[config.mk]
export PLATFORM = sky130hd
export DESIGN_NAME = packet_frame_reassembly_pool
export DESIGN_NICKNAME = d
export VERILOG_FILES = /design/src/rtl/core/pfrp_pkg.sv /design/src/rtl/core/packet_frame_reassembly_pool.sv /design/src/rtl/core/pfrp_cell.sv
export SDC_FILE = /design/constraint.sdc
export NUM_CORES = 1
export LEC_CHECK = 0
export ABC_CLOCK_PERIOD_IN_PS = 5060
export BUFFER_PORTS_ARGS = -buffer_cell sky130_fd_sc_hd__buf_2
export CAP_MARGIN = 5
export CORE_MARGIN = 1.5
export CORE_UTILIZATION = 40
export CTS_CLUSTER_DIAMETER = 40
export CTS_CLUSTER_SIZE = 12
export DETAILED_ROUTE_END_ITERATION = 16
export PLACE_DENSITY = 0.61
export SETUP_SLACK_MARGIN = 0.4
export SLEW_MARGIN = 20
export SYNTH_ARGS = -nofsm -noshare
export SYNTH_HDL_FRONTEND = slang
export SYNTH_SLANG_ARGS = --single-unit
[constraint.sdc]
create_clock -name clk -period 5.06 [get_ports clk]
set_clock_uncertainty 0.1 [all_clocks]
set_input_delay 0.506 -clock clk [delete_from_list [all_inputs] [get_ports clk]]
set_output_delay 0.506 -clock clk [all_outputs]
set_load 0.02 [all_outputs]
[src/rtl/core/pfrp_pkg.sv]
// shared types and constants of the packet reassembly slot pool
// no dependencies
package pfrp_pkg;

	localparam int POOL_SLOTS_DEF = 8;
	localparam int MAX_PACKETS    = 64;
	// wide enough for the largest pool of 64 slots
	localparam int SLOT_IDX_W     = 6;

	typedef logic [SLOT_IDX_W-1:0] slot_idx_t;
	typedef logic [6:0]            count_t;

	localparam count_t COUNT_MAX = 7'd127;

	localparam logic [1:0] ST_INSERTED = 2'd0;
	localparam logic [1:0] ST_COMPLETE = 2'd1;
	localparam logic [1:0] ST_FULL     = 2'd2;

	typedef struct packed {
		logic [15:0] frame_uid;
		logic [5:0]  packet_index;
		logic        last_flag;
	} hdr_t;

	typedef struct packed {
		logic [1:0] status;
		logic [2:0] slot;
		logic [5:0] store_index;
	} rsp_t;

	// search record that walks down the cell chain
	typedef struct packed {
		logic      valid;
		logic      found;
		slot_idx_t found_slot;
		count_t    found_cnt;
		logic      found_lk;
		logic [5:0] found_lidx;
		logic      has_free;
		slot_idx_t free_slot;
	} scan_t;

	// slot update broadcast to all cells
	typedef struct packed {
		logic        en;
		slot_idx_t   slot;
		logic        busy;
		logic [15:0] uid;
		count_t      cnt;
		logic        lk;
		logic [5:0]  lidx;
	} wr_t;

endpackage

[src/rtl/core/packet_frame_reassembly_pool.sv]
// Packet reassembly slot pool. One header beat is taken, then a search record
// walks the row of POOL_SLOTS slot cells, one cell per cycle, finding the
// busy slot with the same frame id or else the highest free slot. The search
// record passes the registered cells in turn; the result then goes to a
// pending register and from there to the response register. A new header is
// taken as soon as the previous response is in the output register, even
// while that response is still stalled.
// Slots come out of reset free; no clearing pass is needed.
// depends on pfrp_pkg and pfrp_cell
module packet_frame_reassembly_pool #(
	parameter int POOL_SLOTS = pfrp_pkg::POOL_SLOTS_DEF
) (
	input  logic           clk,
	input  logic           arst_n,
	input  logic           hdr_valid,
	output logic           hdr_stall,
	input  pfrp_pkg::hdr_t hdr,
	output logic           rsp_valid,
	input  logic           rsp_stall,
	output pfrp_pkg::rsp_t rsp
);
	import pfrp_pkg::*;

	typedef enum logic [2:0] {
		S_IDLE = 3'b001,
		S_SCAN = 3'b010,
		S_HOLD = 3'b100
	} state_t;

	state_t     state_q;
	hdr_t       hdr_q;
	logic       start_q;
	scan_t      chain [POOL_SLOTS+1];
	scan_t      rec_end;
	wr_t        wr;
	rsp_t       pend_q;
	rsp_t       rsp_q;
	logic       rsp_valid_q;
	logic       accept;
	logic       finish;
	logic       load_rsp;
	logic       drop;
	slot_idx_t  sel;
	count_t     base_cnt;
	count_t     new_cnt;
	logic       new_lk;
	logic [5:0] new_lidx;
	logic       done;
	rsp_t       res;

	assign hdr_stall = (state_q != S_IDLE);
	assign accept    = hdr_valid && !hdr_stall;
	assign rec_end   = chain[POOL_SLOTS];
	assign finish    = (state_q == S_SCAN) && rec_end.valid;
	assign load_rsp  = (state_q == S_HOLD) && (!rsp_valid_q || !rsp_stall);

	always_comb begin
		chain[0]       = '0;
		chain[0].valid = start_q;
	end

	for (genvar i = 0; i < POOL_SLOTS; i++) begin : g_cell
		pfrp_cell #(
			.CELL_ID(SLOT_IDX_W'(i))
		) u_cell (
			.clk    (clk),
			.arst_n (arst_n),
			.uid    (hdr_q.frame_uid),
			.rec_in (chain[i]),
			.wr     (wr),
			.rec_out(chain[i+1])
		);
	end

	// decision once the record leaves the last cell
	always_comb begin
		drop     = (32'(hdr_q.packet_index) >= MAX_PACKETS) ||
			(!rec_end.found && !rec_end.has_free);
		sel      = rec_end.found ? rec_end.found_slot : rec_end.free_slot;
		base_cnt = rec_end.found ? rec_end.found_cnt : '0;
		new_lk   = rec_end.found ? rec_end.found_lk : 1'b0;
		new_lidx = rec_end.found ? rec_end.found_lidx : '0;
		if (hdr_q.last_flag) begin
			new_lk   = 1'b1;
			new_lidx = hdr_q.packet_index;
		end
		new_cnt = (base_cnt == COUNT_MAX) ? COUNT_MAX : base_cnt + 7'd1;
		done    = new_lk && (new_cnt == ({1'b0, new_lidx} + 7'd1));

		wr.en   = finish && !drop;
		wr.slot = sel;
		wr.busy = !done;
		wr.uid  = hdr_q.frame_uid;
		wr.cnt  = new_cnt;
		wr.lk   = new_lk;
		wr.lidx = new_lidx;

		res.store_index = hdr_q.packet_index;
		if (drop) begin
			res.status = ST_FULL;
			res.slot   = '0;
		end else begin
			res.status = done ? ST_COMPLETE : ST_INSERTED;
			res.slot   = sel[2:0];
		end
	end

	always_ff @(posedge clk or negedge arst_n) begin
		if (!arst_n) begin
			state_q     <= S_IDLE;
			start_q     <= 1'b0;
			rsp_valid_q <= 1'b0;
		end else begin
			start_q <= accept;
			unique case (state_q)
				S_IDLE: begin
					if (accept) state_q <= S_SCAN;
				end
				S_SCAN: begin
					if (rec_end.valid) state_q <= S_HOLD;
				end
				S_HOLD: begin
					if (load_rsp) state_q <= S_IDLE;
				end
				default: state_q <= S_IDLE;
			endcase
			if (load_rsp) begin
				rsp_valid_q <= 1'b1;
			end else if (!rsp_stall) begin
				rsp_valid_q <= 1'b0;
			end
		end
	end

	always_ff @(posedge clk) begin
		if (accept) hdr_q <= hdr;
		if (finish) pend_q <= res;
		if (load_rsp) rsp_q <= pend_q;
	end

	assign rsp_valid = rsp_valid_q;
	assign rsp       = rsp_q;

endmodule

[src/rtl/core/pfrp_cell.sv]
// one slot of the reassembly pool: holds the slot state and passes the
// search record on to the next cell; depends on pfrp_pkg
module pfrp_cell #(
	parameter pfrp_pkg::slot_idx_t CELL_ID = '0
) (
	input  logic            clk,
	input  logic            arst_n,
	input  logic [15:0]     uid,
	input  pfrp_pkg::scan_t rec_in,
	input  pfrp_pkg::wr_t   wr,
	output pfrp_pkg::scan_t rec_out
);
	import pfrp_pkg::*;

	logic        busy_q;
	logic [15:0] uid_q;
	count_t      cnt_q;
	logic        lk_q;
	logic [5:0]  lidx_q;
	scan_t       rec_d;
	scan_t       rec_q;
	logic        hit;

	assign hit = wr.en && (wr.slot == CELL_ID);

	always_ff @(posedge clk or negedge arst_n) begin
		if (!arst_n) begin
			busy_q <= 1'b0;
		end else if (hit) begin
			busy_q <= wr.busy;
		end
	end

	always_ff @(posedge clk) begin
		if (hit) begin
			uid_q  <= wr.uid;
			cnt_q  <= wr.cnt;
			lk_q   <= wr.lk;
			lidx_q <= wr.lidx;
		end
	end

	always_comb begin
		rec_d = rec_in;
		// lowest busy match wins, so keep an earlier hit
		if (busy_q && !rec_in.found && (uid_q == uid)) begin
			rec_d.found      = 1'b1;
			rec_d.found_slot = CELL_ID;
			rec_d.found_cnt  = cnt_q;
			rec_d.found_lk   = lk_q;
			rec_d.found_lidx = lidx_q;
		end
		// highest free slot wins, so later cells overwrite
		if (!busy_q) begin
			rec_d.has_free  = 1'b1;
			rec_d.free_slot = CELL_ID;
		end
	end

	always_ff @(posedge clk or negedge arst_n) begin
		if (!arst_n) begin
			rec_q <= '0;
		end else begin
			rec_q <= rec_d;
		end
	end

	assign rec_out = rec_q;

endmodule

==> key figures <==
Run status
  • Status: completed

STA
  • Fin. Hold Viols: 0
  • Crit share post-route: 79.0%
  • Worst hold slack: 0.0294 ns
  • Period minus WS final: 4.00 ns
  • Worst-margin pin slew: 0.955 ns
  • Setup TNS: 0 ns
  • Final setup violation count: 0
  • Slew Limit Fails: 0
  • RSZ-0062 raised after global routing: no
  • Max Freq: 0.250 GHz
  • Slew Limit Headroom: 35.7%
  • Fin worst setup slack: 1.06 ns

Synth
  • Ys async rst share: 39.1%
  • Top cells by area, synth: edfxtp_1 50%, dfrtp_1 27%, xor2_1 4.1%, mux2_2 3.7%, nand2_1 3.3%
  • Yosys cell types: 49
  • Seq/Total Area, Yosys: 76.6%
  • Syn_nets: 1101
  • Post-synth EDFFs: 285
  • Syn Inst Count: 1072
  • Prevailing post-synth register cell: edfxtp_1
  • Count leader, synth: edfxtp_1
  • Mapped Area: 0.0172 sq mm
  • Seq cells post-synth: 468
  • Ys Warns: 0
  • Synth cell count leaders: 285 x edfxtp_1, 182 x dfrtp_1, 152 x nand2_1
  • Average size of a mapped cell: 16.0 sq um
  • Area share of the largest cell type after synthesis: 49.9%
  • Leading area contributor after synthesis: edfxtp_1

Power
  • Design Power: 8.68 mW
  • Clock share of power: 42.3%
  • Leak: 8.04 nW
  • Psw: 1.98 mW
  • Pwr dens: 434 mW/mm^2
  • Net Sw Frac: 22.8%
  • Comb pwr share: 6.2%
  • Peak supply drop: 0.293 mV
  • Pint: 6.70 mW
  • Sequential Power Share: 51.5%

Floorplanning
  • Die Wd: 210 um
  • I/O pins: 40
  • Starting Density: 40.7%
  • Die Ht: 210 um
  • Core Area: 0.0421 sq mm
  • Row Count: 75
  • Die area: 0.0442 sq mm

Final layout
  • Design Area, Final: 0.0200 sq mm
  • N_diodes: 0
  • Post-Layout Cell Count: 1753
  • Synthesis-to-layout area growth: 16.5%
  • Final core occ: 47.5%
  • Fin nets: 1203
  • Share of cells above drive strength 1: 18.5%

Clock tree
  • Worst-Skew Late Latency: 0.57 ns
  • Root buf cell: clkbuf_16
  • Maximum clock path buffer count: 3
  • Clk sink count: 468
  • Worst-path clk slew: 0.06 ns
  • Post-CTS setup repair buffer count: 0
  • Clock tree from TritonCTS: done
  • CTS Buf Count: 51
  • H-tree Lvls: 2

Detailed routing
  • DR iter-0 viols: 694
  • Remaining DRCs: 0
  • Drt first pass iters: 6
  • Routed Antenna Nets: 0
  • Wirelength per Cell: 20.0 um
  • Final WL: 35100 um
  • DR vias: 8770
  • Routed vias/inst: 5.00

Global routing
  • Total track usage: 16.4%
  • Vias in the first global route: 8973
  • First-pass GRT wire length: 54000 um
  • Initial antenna violation count: 1
  • Largest net degree at the start of global routing: 97
  • Overflow after GRT: 0

Place
  • Setup slack at placement: 1.12 ns
  • HPWL after DPL: 20100 um
  • Placed Instances: 1642
  • Placer Congestion: 0.804
  • I/O Buffers: 39
  • Placed Area: 0.0181 sq mm

Hold path
  • Class of the most critical hold timing path: input pin to flip-flop

Critical path
  • Data required, critical path: 5.39 ns
  • Critical path launch point type: flip-flop
  • Arrival @ worst endpoint: 4.32 ns
  • Crit end category: flip-flop
  • CP Max Fanout: 24
  • Kind of critical path: flip-flop to flip-flop

Run
  • Total of max-cap violations: 0
## flip-flops by register name, indices dropped and copies added, names as in the netlist
name                   cells
hdr_q                     23
g_cell.u_cell.busy_q       8
rsp                       11
g_cell.u_cell.lidx_q      48
state_q                    3
start_q                    1
g_cell.u_cell.uid_q      128
rsp_valid                  1
g_cell.u_cell.rec_out    170
pend_q                    11
g_cell.u_cell.lk_q         8
g_cell.u_cell.cnt_q       56
## kinds of logic after synthesis
group | synth area share [%]
flip-flops | 76.6
AND/OR/NAND/NOR | 9.39
XOR/XNOR | 7.09
multiplexers | 3.67
buffers and inverters | 1.57
AO/OA/AOI/OAI | 1.57
adder cells (fa/ha/maj) | 0.146
## critical path, cell delays in order (launching register included)
cell and delay (ns):
dfrtp_1 0.81, inv_1 0.34, nor2_1 0.23, a22o_1 0.33, ha_1 0.30, nor2b_1 0.15
or2_2 0.28, a21oi_1 0.17, a31oi_1 0.06, or4_1 0.56, nor2_2 0.33, and3b_1 0.22
## worst paths after layout
kind | from | endpoint | slack (ns) | cells after the start
worst max-delay path | g_cell[7].u_cell.rec_out[27] | pend_q[9] | 1.06 | 11
worst min-delay path | hdr[12] | hdr_q[12] | 0.03 | 1
worst max register to register | g_cell[7].u_cell.rec_out[27] | pend_q[9] | 1.06 | 11
worst min register to register | g_cell[1].u_cell.rec_out[28] | g_cell[2].u_cell.rec_out[28] | 0.25 | 0
max in group asynchronous | arst_n | g_cell[4].u_cell.rec_out[14] | 3.22 | 3
min in group asynchronous | arst_n | g_cell[7].u_cell.rec_out[21] | 0.48 | 2
## timing repair
| item | in CTS | in global routing |
|---|---|---|
| resized for setup | 0 | 0 |
| hold buffers | 15 | 0 |
| endpoints found under the hold margin | 107 | 0 |
## power by group through the flow
stage / logic, mW / clock network, mW / registers, mW
5_1_grt: 0.601 / 3.91 / 4.50
2_1_floorplan: 0.411 / 0 / 4.41
3_3_place_gp: 0.522 / 0 / 4.55
4_1_cts: 0.545 / 3.76 / 4.48
6_report: 0.537 / 3.67 / 4.47
3_5_place_dp: 0.533 / 0 / 4.55
## cells in the final DEF (no fill, tap or decap), types with 26 or more instances in the layout
| cell type | count |
|---|---|
| clkbuf_16 | 55 |
| dfrtp_1 | 182 |
| edfxtp_1 | 285 |
| nand2b_1 | 32 |
| nand2_1 | 152 |
| buf_2 | 38 |
| buf_4 | 26 |
| xor2_1 | 81 |
| xnor2_1 | 58 |
| mux2_2 | 56 |
## layer usage
| metal | share of wire (%) | routed length [um] | GRT usage (%) | vias to the layer above |
|---|---|---|---|---|
| met5 | 0.037 | 13 | 0 | - |
| met4 | 2.2 | 790 | 4.86 | 2 |
| met3 | 5.1 | 1780 | 3.05 | 64 |
| met2 | 47 | 16600 | 26.4 | 220 |
| met1 | 46 | 16000 | 22.8 | 4500 |
| li1 | - | - | - | 3984 |
## final cells by class
| class | count | area (sq um) |
|---|---|---|
| well taps | 539 | 674 |
| clock inverters | 18 | 215 |
| multi-input cells | 559 | 3830 |
| fillers | 3600 | 22100 |
| clock buffers | 75 | 1470 |
| inverters | 11 | 41.3 |
| repair buffers | 83 | 632 |
| flip-flops and latches | 468 | 13100 |
(Power assumes the default switching activity.)
